===== config.mk =====
export PLATFORM = sky130hd
export DESIGN_NAME = ntp_best_server_offset
export DESIGN_NICKNAME = d
export VERILOG_FILES = /design/src/rtl/core/ntpbso_pkg.sv /design/src/rtl/core/ntpbso_front.sv /design/src/rtl/core/ntpbso_queue.sv /design/src/rtl/core/ntpbso_back.sv /design/src/rtl/core/ntp_best_server_offset.sv
export VERILOG_INCLUDE_DIRS = /design/src /design/src/rtl/core
export SDC_FILE = /design/constraint.sdc
export NUM_CORES = 2
export LEC_CHECK = 0
export BUFFER_PORTS_ARGS = -buffer_cell sky130_fd_sc_hd__buf_2
export CAP_MARGIN = 20
export CORE_MARGIN = 2
export CORE_UTILIZATION = 45
export CTS_CLUSTER_SIZE = 40
export DETAILED_ROUTE_END_ITERATION = 7
export GPL_ROUTABILITY_DRIVEN = 0
export HOLD_SLACK_MARGIN = 0.03
export SETUP_SLACK_MARGIN = 0.2
export SYNTH_ARGS = -nofsm -noshare
export SYNTH_HDL_FRONTEND = slang
export SYNTH_SLANG_ARGS = --single-unit

===== constraint.sdc =====
create_clock -name clk -period 29.9 [get_ports clk]
set_clock_uncertainty 0.15 [all_clocks]
set_input_delay 5.98 -clock clk [delete_from_list [all_inputs] [get_ports clk]]
set_output_delay 5.98 -clock clk [all_outputs]
set_load 0.005 [all_outputs]

===== src/rtl/core/assert_macros.svh =====
// ----------------------------------------------------------------------------
// assert_macros.svh
// Shared concurrent assertion macros for the RTL core.
// ----------------------------------------------------------------------------
`ifndef ASSERT_MACROS_SVH
`define ASSERT_MACROS_SVH

// property must hold at every clock edge outside reset
`define ASSERT_CLK(lbl, clk, rst_n, prop, msg) \
	lbl: assert property (@(posedge clk) disable iff (!rst_n) prop) else $error(msg);

// condition must never be true outside reset
`define ASSERT_NEVER(lbl, clk, rst_n, cond, msg) \
	lbl: assert property (@(posedge clk) disable iff (!rst_n) !(cond)) else $error(msg);

`endif


===== src/rtl/core/ntpbso_pkg.sv =====
// ----------------------------------------------------------------------------
// ntpbso_pkg
// Types and constants shared by the NTP best-server offset block.
// ----------------------------------------------------------------------------
package ntpbso_pkg;

	localparam int STRATUM_W   = 8;
	localparam int TS_W        = 64;
	localparam int IDX_W       = 4;
	localparam int MAX_SERVERS = 16;
	localparam int CNT_W       = (MAX_SERVERS > 1) ? $clog2(MAX_SERVERS) : 1;

	localparam int QUEUE_DEPTH = 4;
	localparam int QPTR_W      = $clog2(QUEUE_DEPTH);
	localparam int QCNT_W      = $clog2(QUEUE_DEPTH + 1);

	localparam int IN_DATA_W   = STRATUM_W + 4 * TS_W;
	localparam int RES_W       = IDX_W + STRATUM_W + 3 * TS_W;
	localparam int OUT_DATA_W  = ((RES_W + 7) / 8) * 8;

	// one classified measurement, front to back
	typedef struct packed {
		logic                 last;
		logic [STRATUM_W-1:0] stratum;
		logic [TS_W-1:0]      delay;
		logic [TS_W-1:0]      offset;
		logic [TS_W-1:0]      corrected;
	} meas_t;

	typedef struct packed {
		logic full;
		logic empty;
	} q_status_t;

	// packed so that index lands in the lowest bits
	typedef struct packed {
		logic [TS_W-1:0]      corrected;
		logic [TS_W-1:0]      offset;
		logic [TS_W-1:0]      delay;
		logic [STRATUM_W-1:0] stratum;
		logic [IDX_W-1:0]     index;
	} result_t;

endpackage


===== src/rtl/core/ntpbso_front.sv =====
// ----------------------------------------------------------------------------
// ntpbso_front
// Input stage: accepts measurements and computes delay, offset and corrected
// time in a three-stage pipeline feeding the queue.
// ----------------------------------------------------------------------------
module ntpbso_front (
	input  logic                              clk,
	input  logic                              arst_n,
	input  logic                              s_tvalid,
	output logic                              s_tready,
	// stratum[7:0], t1[71:8], t2[135:72], t3[199:136], t4[263:200]
	input  logic [ntpbso_pkg::IN_DATA_W-1:0]  s_tdata,
	input  logic                              s_tlast,
	input  ntpbso_pkg::q_status_t             q_status,
	output logic                              push,
	output ntpbso_pkg::meas_t                 push_data
);

	localparam int SW = ntpbso_pkg::STRATUM_W;
	localparam int TW = ntpbso_pkg::TS_W;

	logic [SW-1:0] in_stratum;
	logic [TW-1:0] t1, t2, t3, t4;
	logic          advance;

	logic          valid_s1, valid_s2, valid_s3;
	logic          last_s1, last_s2, last_s3;
	logic [SW-1:0] stratum_s1, stratum_s2, stratum_s3;
	logic [TW-1:0] d41_s1, d32_s1, d21_s1, d34_s1, t4_s1;
	logic [TW-1:0] delay_s2, offset_s2, t4_s2;
	logic [TW-1:0] delay_s3, offset_s3, corrected_s3;
	logic [TW:0]   sum_ext;

	assign in_stratum = s_tdata[SW-1:0];
	assign t1 = s_tdata[SW +: TW];
	assign t2 = s_tdata[SW + TW +: TW];
	assign t3 = s_tdata[SW + 2*TW +: TW];
	assign t4 = s_tdata[SW + 3*TW +: TW];

	assign advance  = !valid_s3 || !q_status.full;
	assign s_tready = advance;

	// exact signed sum, halved with arithmetic shift
	assign sum_ext = {d21_s1[TW-1], d21_s1} + {d34_s1[TW-1], d34_s1};

	always_ff @(posedge clk or negedge arst_n) begin
		if (!arst_n) begin
			valid_s1 <= 1'b0;
			valid_s2 <= 1'b0;
			valid_s3 <= 1'b0;
		end else if (advance) begin
			valid_s1 <= s_tvalid;
			valid_s2 <= valid_s1;
			valid_s3 <= valid_s2;
		end
	end

	always_ff @(posedge clk) begin
		if (advance) begin
			last_s1      <= s_tlast;
			stratum_s1   <= in_stratum;
			d41_s1       <= t4 - t1;
			d32_s1       <= t3 - t2;
			d21_s1       <= t2 - t1;
			d34_s1       <= t3 - t4;
			t4_s1        <= t4;

			last_s2      <= last_s1;
			stratum_s2   <= stratum_s1;
			delay_s2     <= d41_s1 - d32_s1;
			offset_s2    <= sum_ext[TW:1];
			t4_s2        <= t4_s1;

			last_s3      <= last_s2;
			stratum_s3   <= stratum_s2;
			delay_s3     <= delay_s2;
			offset_s3    <= offset_s2;
			corrected_s3 <= t4_s2 + offset_s2;
		end
	end

	assign push                = valid_s3 && !q_status.full;
	assign push_data.last      = last_s3;
	assign push_data.stratum   = stratum_s3;
	assign push_data.delay     = delay_s3;
	assign push_data.offset    = offset_s3;
	assign push_data.corrected = corrected_s3;

endmodule


===== src/rtl/core/ntpbso_queue.sv =====
// ----------------------------------------------------------------------------
// ntpbso_queue
// Short FIFO between front and back; head is shown without a read cycle.
// ----------------------------------------------------------------------------
`include "assert_macros.svh"

module ntpbso_queue (
	input  logic                  clk,
	input  logic                  arst_n,
	input  logic                  push,
	input  ntpbso_pkg::meas_t     push_data,
	input  logic                  pop,
	output ntpbso_pkg::meas_t     head,
	output ntpbso_pkg::q_status_t status
);

	localparam int DEPTH = ntpbso_pkg::QUEUE_DEPTH;
	localparam int PW    = ntpbso_pkg::QPTR_W;
	localparam int CW    = ntpbso_pkg::QCNT_W;

	ntpbso_pkg::meas_t mem_q [DEPTH];
	logic [PW-1:0]     wr_ptr_q, rd_ptr_q;
	logic [CW-1:0]     count_q;

	function automatic logic [PW-1:0] ptr_inc(input logic [PW-1:0] p);
		ptr_inc = (p == PW'(DEPTH - 1)) ? '0 : p + PW'(1);
	endfunction

	always_ff @(posedge clk) begin
		if (push) begin
			mem_q[wr_ptr_q] <= push_data;
		end
	end

	always_ff @(posedge clk or negedge arst_n) begin
		if (!arst_n) begin
			wr_ptr_q <= '0;
			rd_ptr_q <= '0;
			count_q  <= '0;
		end else begin
			if (push) begin
				wr_ptr_q <= ptr_inc(wr_ptr_q);
			end
			if (pop) begin
				rd_ptr_q <= ptr_inc(rd_ptr_q);
			end
			if (push && !pop) begin
				count_q <= count_q + CW'(1);
			end else if (pop && !push) begin
				count_q <= count_q - CW'(1);
			end
		end
	end

	assign head         = mem_q[rd_ptr_q];
	assign status.full  = (count_q == CW'(DEPTH));
	assign status.empty = (count_q == '0);

	`ASSERT_NEVER(a_no_push_full, clk, arst_n, push && status.full, "push into full queue")
	`ASSERT_NEVER(a_no_pop_empty, clk, arst_n, pop && status.empty, "pop from empty queue")
	`ASSERT_CLK(a_count_range, clk, arst_n, (count_q <= CW'(DEPTH)), "queue count overflow")

endmodule


===== src/rtl/core/ntpbso_back.sv =====
// ----------------------------------------------------------------------------
// ntpbso_back
// Selection stage: keeps the best server of the round and emits it on the
// last measurement through an output register.
// ----------------------------------------------------------------------------
`include "assert_macros.svh"

module ntpbso_back (
	input  logic                              clk,
	input  logic                              arst_n,
	input  ntpbso_pkg::meas_t                 head,
	input  ntpbso_pkg::q_status_t             q_status,
	output logic                              pop,
	output logic                              m_tvalid,
	input  logic                              m_tready,
	// index[3:0], stratum[11:4], delay[75:12], offset[139:76],
	// corrected[203:140], zero pad[207:204]
	output logic [ntpbso_pkg::OUT_DATA_W-1:0] m_tdata
);

	localparam int SW = ntpbso_pkg::STRATUM_W;
	localparam int TW = ntpbso_pkg::TS_W;
	localparam int IW = ntpbso_pkg::IDX_W;
	localparam int CW = ntpbso_pkg::CNT_W;

	logic [CW-1:0]       count_q;
	logic                have_best_q;
	logic [IW-1:0]       best_index_q;
	logic [SW-1:0]       best_stratum_q;
	logic [TW-1:0]       best_delay_q, best_offset_q, best_corr_q;
	logic                m_tvalid_q;
	ntpbso_pkg::result_t result_q;

	logic                take;
	ntpbso_pkg::result_t sel;

	assign pop = !q_status.empty && (!head.last || !m_tvalid_q || m_tready);

	always_comb begin
		if (!have_best_q) begin
			take = 1'b1;
		end else if (head.stratum < best_stratum_q) begin
			take = 1'b1;
		end else if (head.stratum == best_stratum_q) begin
			take = !($signed(best_delay_q) < $signed(head.delay));
		end else begin
			take = 1'b0;
		end

		if (take) begin
			sel.index     = IW'(count_q);
			sel.stratum   = head.stratum;
			sel.delay     = head.delay;
			sel.offset    = head.offset;
			sel.corrected = head.corrected;
		end else begin
			sel.index     = best_index_q;
			sel.stratum   = best_stratum_q;
			sel.delay     = best_delay_q;
			sel.offset    = best_offset_q;
			sel.corrected = best_corr_q;
		end
	end

	always_ff @(posedge clk or negedge arst_n) begin
		if (!arst_n) begin
			count_q     <= '0;
			have_best_q <= 1'b0;
			m_tvalid_q  <= 1'b0;
		end else begin
			if (pop) begin
				if (head.last) begin
					count_q     <= '0;
					have_best_q <= 1'b0;
				end else begin
					count_q     <= (count_q == CW'(ntpbso_pkg::MAX_SERVERS - 1)) ?
						'0 : count_q + CW'(1);
					have_best_q <= 1'b1;
				end
			end
			if (pop && head.last) begin
				m_tvalid_q <= 1'b1;
			end else if (m_tready) begin
				m_tvalid_q <= 1'b0;
			end
		end
	end

	always_ff @(posedge clk) begin
		if (pop) begin
			best_index_q   <= sel.index;
			best_stratum_q <= sel.stratum;
			best_delay_q   <= sel.delay;
			best_offset_q  <= sel.offset;
			best_corr_q    <= sel.corrected;
		end
		if (pop && head.last) begin
			result_q <= sel;
		end
	end

	assign m_tvalid = m_tvalid_q;
	assign m_tdata  = {{(ntpbso_pkg::OUT_DATA_W - ntpbso_pkg::RES_W){1'b0}}, result_q};

	`ASSERT_CLK(a_last_emits, clk, arst_n, (pop && head.last) |=> m_tvalid_q, "no result")
	`ASSERT_CLK(a_last_clears, clk, arst_n, (pop && head.last) |=> !have_best_q, "not cleared")
	`ASSERT_NEVER(a_no_overwrite, clk, arst_n, pop && head.last && m_tvalid_q && !m_tready, "lost")

endmodule


===== src/rtl/core/ntp_best_server_offset.sv =====
// ----------------------------------------------------------------------------
// ntp_best_server_offset
// NTP best-server selection: per measurement delay and offset, best server
// kept per round (lowest stratum, then lowest delay, later wins ties).
//
//   channel  dir  transaction                         fields
//   s_*      in   one server measurement              tdata, tlast = last
//   m_*      out  chosen server of a finished round   tdata
//
// One measurement per cycle while the queue has room; three front pipeline
// stages feed a four-entry queue and then the selection register, and a
// result appears the cycle after the last measurement leaves the queue.
// Reset clears pipeline valids, queue pointers and round state; no sweep.
// A stalled output holds only the last measurement of the next round; the
// queue absorbs the stall, and the front stalls once the queue is full.
// ----------------------------------------------------------------------------
module ntp_best_server_offset (
	input  logic                              clk,
	input  logic                              arst_n,
	input  logic                              s_tvalid,
	output logic                              s_tready,
	// stratum[7:0], t1[71:8], t2[135:72], t3[199:136], t4[263:200]
	input  logic [ntpbso_pkg::IN_DATA_W-1:0]  s_tdata,
	input  logic                              s_tlast,
	output logic                              m_tvalid,
	input  logic                              m_tready,
	// index[3:0], stratum[11:4], delay[75:12], offset[139:76],
	// corrected[203:140], zero pad[207:204]
	output logic [ntpbso_pkg::OUT_DATA_W-1:0] m_tdata
);

	ntpbso_pkg::q_status_t q_status;
	ntpbso_pkg::meas_t     push_data, head;
	logic                  push, pop;

	ntpbso_front u_front (
		.clk       (clk),
		.arst_n    (arst_n),
		.s_tvalid  (s_tvalid),
		.s_tready  (s_tready),
		.s_tdata   (s_tdata),
		.s_tlast   (s_tlast),
		.q_status  (q_status),
		.push      (push),
		.push_data (push_data)
	);

	ntpbso_queue u_queue (
		.clk       (clk),
		.arst_n    (arst_n),
		.push      (push),
		.push_data (push_data),
		.pop       (pop),
		.head      (head),
		.status    (q_status)
	);

	ntpbso_back u_back (
		.clk      (clk),
		.arst_n   (arst_n),
		.head     (head),
		.q_status (q_status),
		.pop      (pop),
		.m_tvalid (m_tvalid),
		.m_tready (m_tready),
		.m_tdata  (m_tdata)
	);

endmodule


==> results.txt <==
The most critical setup path has its startpoint at s_tdata[219]. The share of cells above drive strength 1 came out at 17.39%. The routed layout has 57,947 vias. The number of library cell types mapped by synthesis is 91. The end point of the critical path is u_front.d34_s1[63]. The number of DRC markers in iteration 0 is 7,032. At the end of the flow, the number of nets in the layout was 7,908. The largest single stage delay on the critical path is 0.76 ns. The total of hold buffers inserted after clock tree synthesis is 0. The final number of setup-violating endpoints is 0. For this design, the slowest cell found on the critical path is sky130_fd_sc_hd__a211oi_1. After Yosys synthesis, and, or, nand and nor cells account for 5.663% of the synthesized area. The primary flip-flop cell chosen by synthesis mapping is sky130_fd_sc_hd__edfxtp_1. The worst reg2reg path endpoint is u_back.m_tdata[126]. During synthesis, Yosys emitted a total of 0 warnings. 479 I/O pins were placed. The final cell utilization of the core is 51.06%. The number of flops mapped to enable cells by yosys is 1,943.

The area occupied by registers came out at 0.05875 mm^2. The sequential fraction of the synthesis area is 62.74%. Summing the areas of all compound-gate instances in the mapped netlist gives 10.70% of the synthesized area.

The combinational family with the most area after synthesis is compound AO/OA/AOI/OAI gates. The number of iterations in the first detailed-routing pass is 8. Synthesis inferred 1,959 register bits. The share of the synthesized area in the top cell type came out at 62.31%. Walking the worst path, the cells encountered are buf_2, inv_1, ha_1, nand4_1, nor4_1, nand2_1, a211oi_1, o2111ai_1, a21oi_1, a41oi_1, o21ai_1, a31oi_1, o2111ai_1, o211ai_1. The post-synthesis adder-cell area fraction is 7.106%. The multiplexer fraction of the synthesized cell area is 7.368%. Summed over all layers, the routed wires come to 247,700 um. The max-slew violation total from the final report is 0. Dividing the detail-routed wire length by the instance count gives 24.79 um. In the routed design, unresolved DRC markers number 0. The first global-routing pass estimated 359,200 um of wire.

The floorplan step set the die height to 460.1 um. The post-layout minimum cycle time is 10.16 ns. Relative to the synthesized area, the layout overhead comes to 12.81%. The worst flop-to-flop path startpoint is u_queue.rd_ptr_q[1]. In this run the register-to-register setup slack is 21.50 ns.

STA classifies the critical path endpoint as a flip-flop. Setup repair after global routing left no endpoint under its margin. The total negative slack for setup checks came out at 0 ns.

The final antenna-violating net count came out at 0. The H-tree generated during clock tree synthesis spans 4 levels. The flow ran to the end, and the final reports show no timing, DRC or antenna violations.

The static leakage came out at 40.90 nW. The maximum number of buffers from clock root to sink is 3. The final hold violation count came out at 0. The path class of the tightest hold or removal check is flip-flop to flip-flop. TritonCTS built the clock tree.

The data required time of the worst path came out at 30.32 ns. A synthesized cell averages 14.21 um^2. The tool flagged a number of max-cap violations equal to 0.

The total of buffers placed on input and output ports came out at 474. The standard-cell row count is 167. The tree is rooted in a sky130_fd_sc_hd__clkbuf_16. The worst pin sits at a relative slew slack of 21.39%. The final worst-path cycle share is 33.98%. The commonest cells after synthesis are sky130_fd_sc_hd__edfxtp_1 (1,943), sky130_fd_sc_hd__ha_1 (519), sky130_fd_sc_hd__a21oi_1 (486). Counting flops with an async set or reset pin after synthesis yields a share of 0.8167%. The post-synthesis instance total came out at 6,589.

The leftover overflow at the end of global routing came out at 0. Ranked by total cell area, the synthesized netlist is headed by sky130_fd_sc_hd__edfxtp_1 (62%), sky130_fd_sc_hd__ha_1 (6.9%), sky130_fd_sc_hd__mux4_2 (4.8%), sky130_fd_sc_hd__a21oi_1 (2.6%), sky130_fd_sc_hd__xnor2_1 (2.6%). After synthesis the cells add up to 0.09363 mm^2. The clock latency on the worst-skew pair came out at 0.86 ns. The filler cell count is 17,338. The horizontal die dimension is 460.1 um.

The category of the critical setup timing path is input pin to flip-flop. The initial antenna violation count is 28. Based on the critical path, the design can be clocked at up to 98.44 MHz. The cell with the most instances after synthesis is sky130_fd_sc_hd__edfxtp_1.

IR analysis of the VDD net gives a maximum drop of 87.39 uV. The transition time at the pin with the least slew margin is 1.179 ns. The depth of the most critical reg-to-reg path is 16. Once the clock tree was built, the setup fixing pass inserted 0 buffers. STA classifies the critical path startpoint as an input pin. The ratio of routed vias to standard cells came out at 5.799. The worst path arrival time came out at 10.57 ns. sky130_fd_sc_hd__edfxtp_1 takes more of the synthesized area than any other cell. Entering global routing, the biggest net connects 168 pins. After Yosys synthesis, XOR and XNOR cells account for 3.826% of the synthesized area.

The ratio of total power to cell area is 120.6 mW/mm^2. In this design, the critical path's most frequently occurring cell is sky130_fd_sc_hd__o2111ai_1. The number of global-route vias before repair came out at 55,773. The clock-pin slew on the worst setup and hold paths came out at 0.06 ns. Global routing consumed, over all layers together, 22.95% of the routing resources.

The combined area of the multi-input logic cells came out at 0.03250 mm^2. The number of cells upsized or downsized after cts is 0. TritonCTS created 202 clock buffers. The critical-path maximum fanout is 6.

The half-perimeter wire length of the detailed placement result is 181,300 um. The area of the core region is 0.2069 mm^2. For this configuration, the core starts out at a cell density of 45.26%. Clock tree synthesis found a total of 1,959 sinks. The full die area is 0.2117 mm^2.
==> worst max-delay path, delay by kind of cell <==
| kind | cells | cell delay, ns |
|---|---|---|
| compound gates | 8 | 2.95 |
| fa+ha+maj | 1 | 0.39 |
| buf+inv | 2 | 0.16 |
| simple gates | 3 | 1.08 |
==> logic make-up (layout without fill, tap and decap cells) <==
family                   after synthesis  in the layout
buffers and inverters                632           1322
multiplexers                         412            412
AND/OR/NAND/NOR                     1097           1097
AO/OA/AOI/OAI                       1552           1552
adder cells (fa/ha/maj)              527            527
XOR/XNOR                             409            409
flip-flops                          1959           1959
other                                  1             10
==> worst min-delay path by stage <==
stage / startpoint / end / slack [ns] / cells after the start
after floorplan: u_front.delay_s2[0] / u_front.delay_s3[0] / 0.25 / 0
after global placement: u_front.t4_s1[46] / u_front.t4_s2[46] / 0.25 / 0
after detailed placement: u_front.delay_s2[47] / u_front.delay_s3[47] / 0.25 / 0
after CTS: u_front.delay_s2[59] / u_front.delay_s3[59] / 0.26 / 0
after global routing: u_front.t4_s1[54] / u_front.t4_s2[54] / 0.27 / 0
final: u_front.delay_s2[59] / u_front.delay_s3[59] / 0.26 / 0
==> report_power, final <==
part / switching (mW) / total, mW / internal [mW]
Combinational: 2.96 / 4.77 / 1.81
Clock: 1.07 / 2.52 / 1.45
Sequential: 0.576 / 5.44 / 4.87
Total: 4.60 / 12.7 / 8.13
==> cell usage in the layout (no fill, tap or decap), types with 65 or more instances in the layout <==
master                      instances
sky130_fd_sc_hd__ha_1             519
sky130_fd_sc_hd__nor2_1           270
sky130_fd_sc_hd__clkbuf_16        204
sky130_fd_sc_hd__buf_2            474
sky130_fd_sc_hd__inv_1            431
sky130_fd_sc_hd__nand2_1          298
sky130_fd_sc_hd__mux2_2           208
sky130_fd_sc_hd__a31oi_1           65
sky130_fd_sc_hd__xor2_1           136
sky130_fd_sc_hd__mux4_2           201
sky130_fd_sc_hd__xnor2_1          273
sky130_fd_sc_hd__edfxtp_1        1943
sky130_fd_sc_hd__a21o_1           298
sky130_fd_sc_hd__a21oi_1          486
sky130_fd_sc_hd__o21bai_1          75
sky130_fd_sc_hd__nand2b_1          67
sky130_fd_sc_hd__nand3_1          104
sky130_fd_sc_hd__o21ai_0          256
sky130_fd_sc_hd__nand4_1           92
==> layer usage <==
metal / routed length (um) / GRT usage [%] / vias up
li1: - / - / 26421
met1: 120200 / 36.10 / 28717
met2: 103500 / 32.97 / 2378
met3: 16660 / 3.090 / 429
met4: 7259 / 6.721 / 2
met5: 13 / 0 / -
==> area by class of cell <==
| cell class | count | area share (%) |
|---|---|---|
| inverters | 432 | 1.542 |
| well taps | 2704 | 3.203 |
| multi-input cells | 4001 | 30.77 |
| clock buffers | 239 | 4.957 |
| clock inverters | 135 | 1.317 |
| repair buffers | 516 | 2.568 |
| flip-flops and latches | 1959 | 55.63 |
| diodes | 6 | 0.01421 |
==> through the flow <==
step	hold WS (ns)	instances	worst slack [ns]	cell area, um^2	power [mW]
final	0.2554	9992	19.74	105600	12.73
after global routing	0.2699	9987	19.83	105600	13.43
after CTS	0.2623	9986	19.95	105600	12.81
after detailed placement	0.2545	9612	19.04	98980	10.25
after global placement	0.2506	9612	19.12	98980	10.16
after floorplan	0.2503	6592	5.882	93640	8.708
==> state kept, by name, indices dropped and copies added, names as in the netlist, 8 cells and up <==
name and count:
u_front.d34_s1 64, u_front.offset_s3 64, u_front.stratum_s2 8, u_front.stratum_s1 8, u_queue.mem_q 804, u_front.t4_s2 64, u_back.best_corr_q 64, u_front.d32_s1 64
u_front.corrected_s3 64, u_front.d41_s1 64, u_back.m_tdata 204, u_front.stratum_s3 8, u_back.best_offset_q 64, u_front.offset_s2 64, u_back.best_stratum_q 8, u_back.best_delay_q 64
u_front.d21_s1 64, u_front.delay_s3 64, u_front.delay_s2 64, u_front.t4_s1 64
Note: power is estimated with default switching activity, not from simulation.
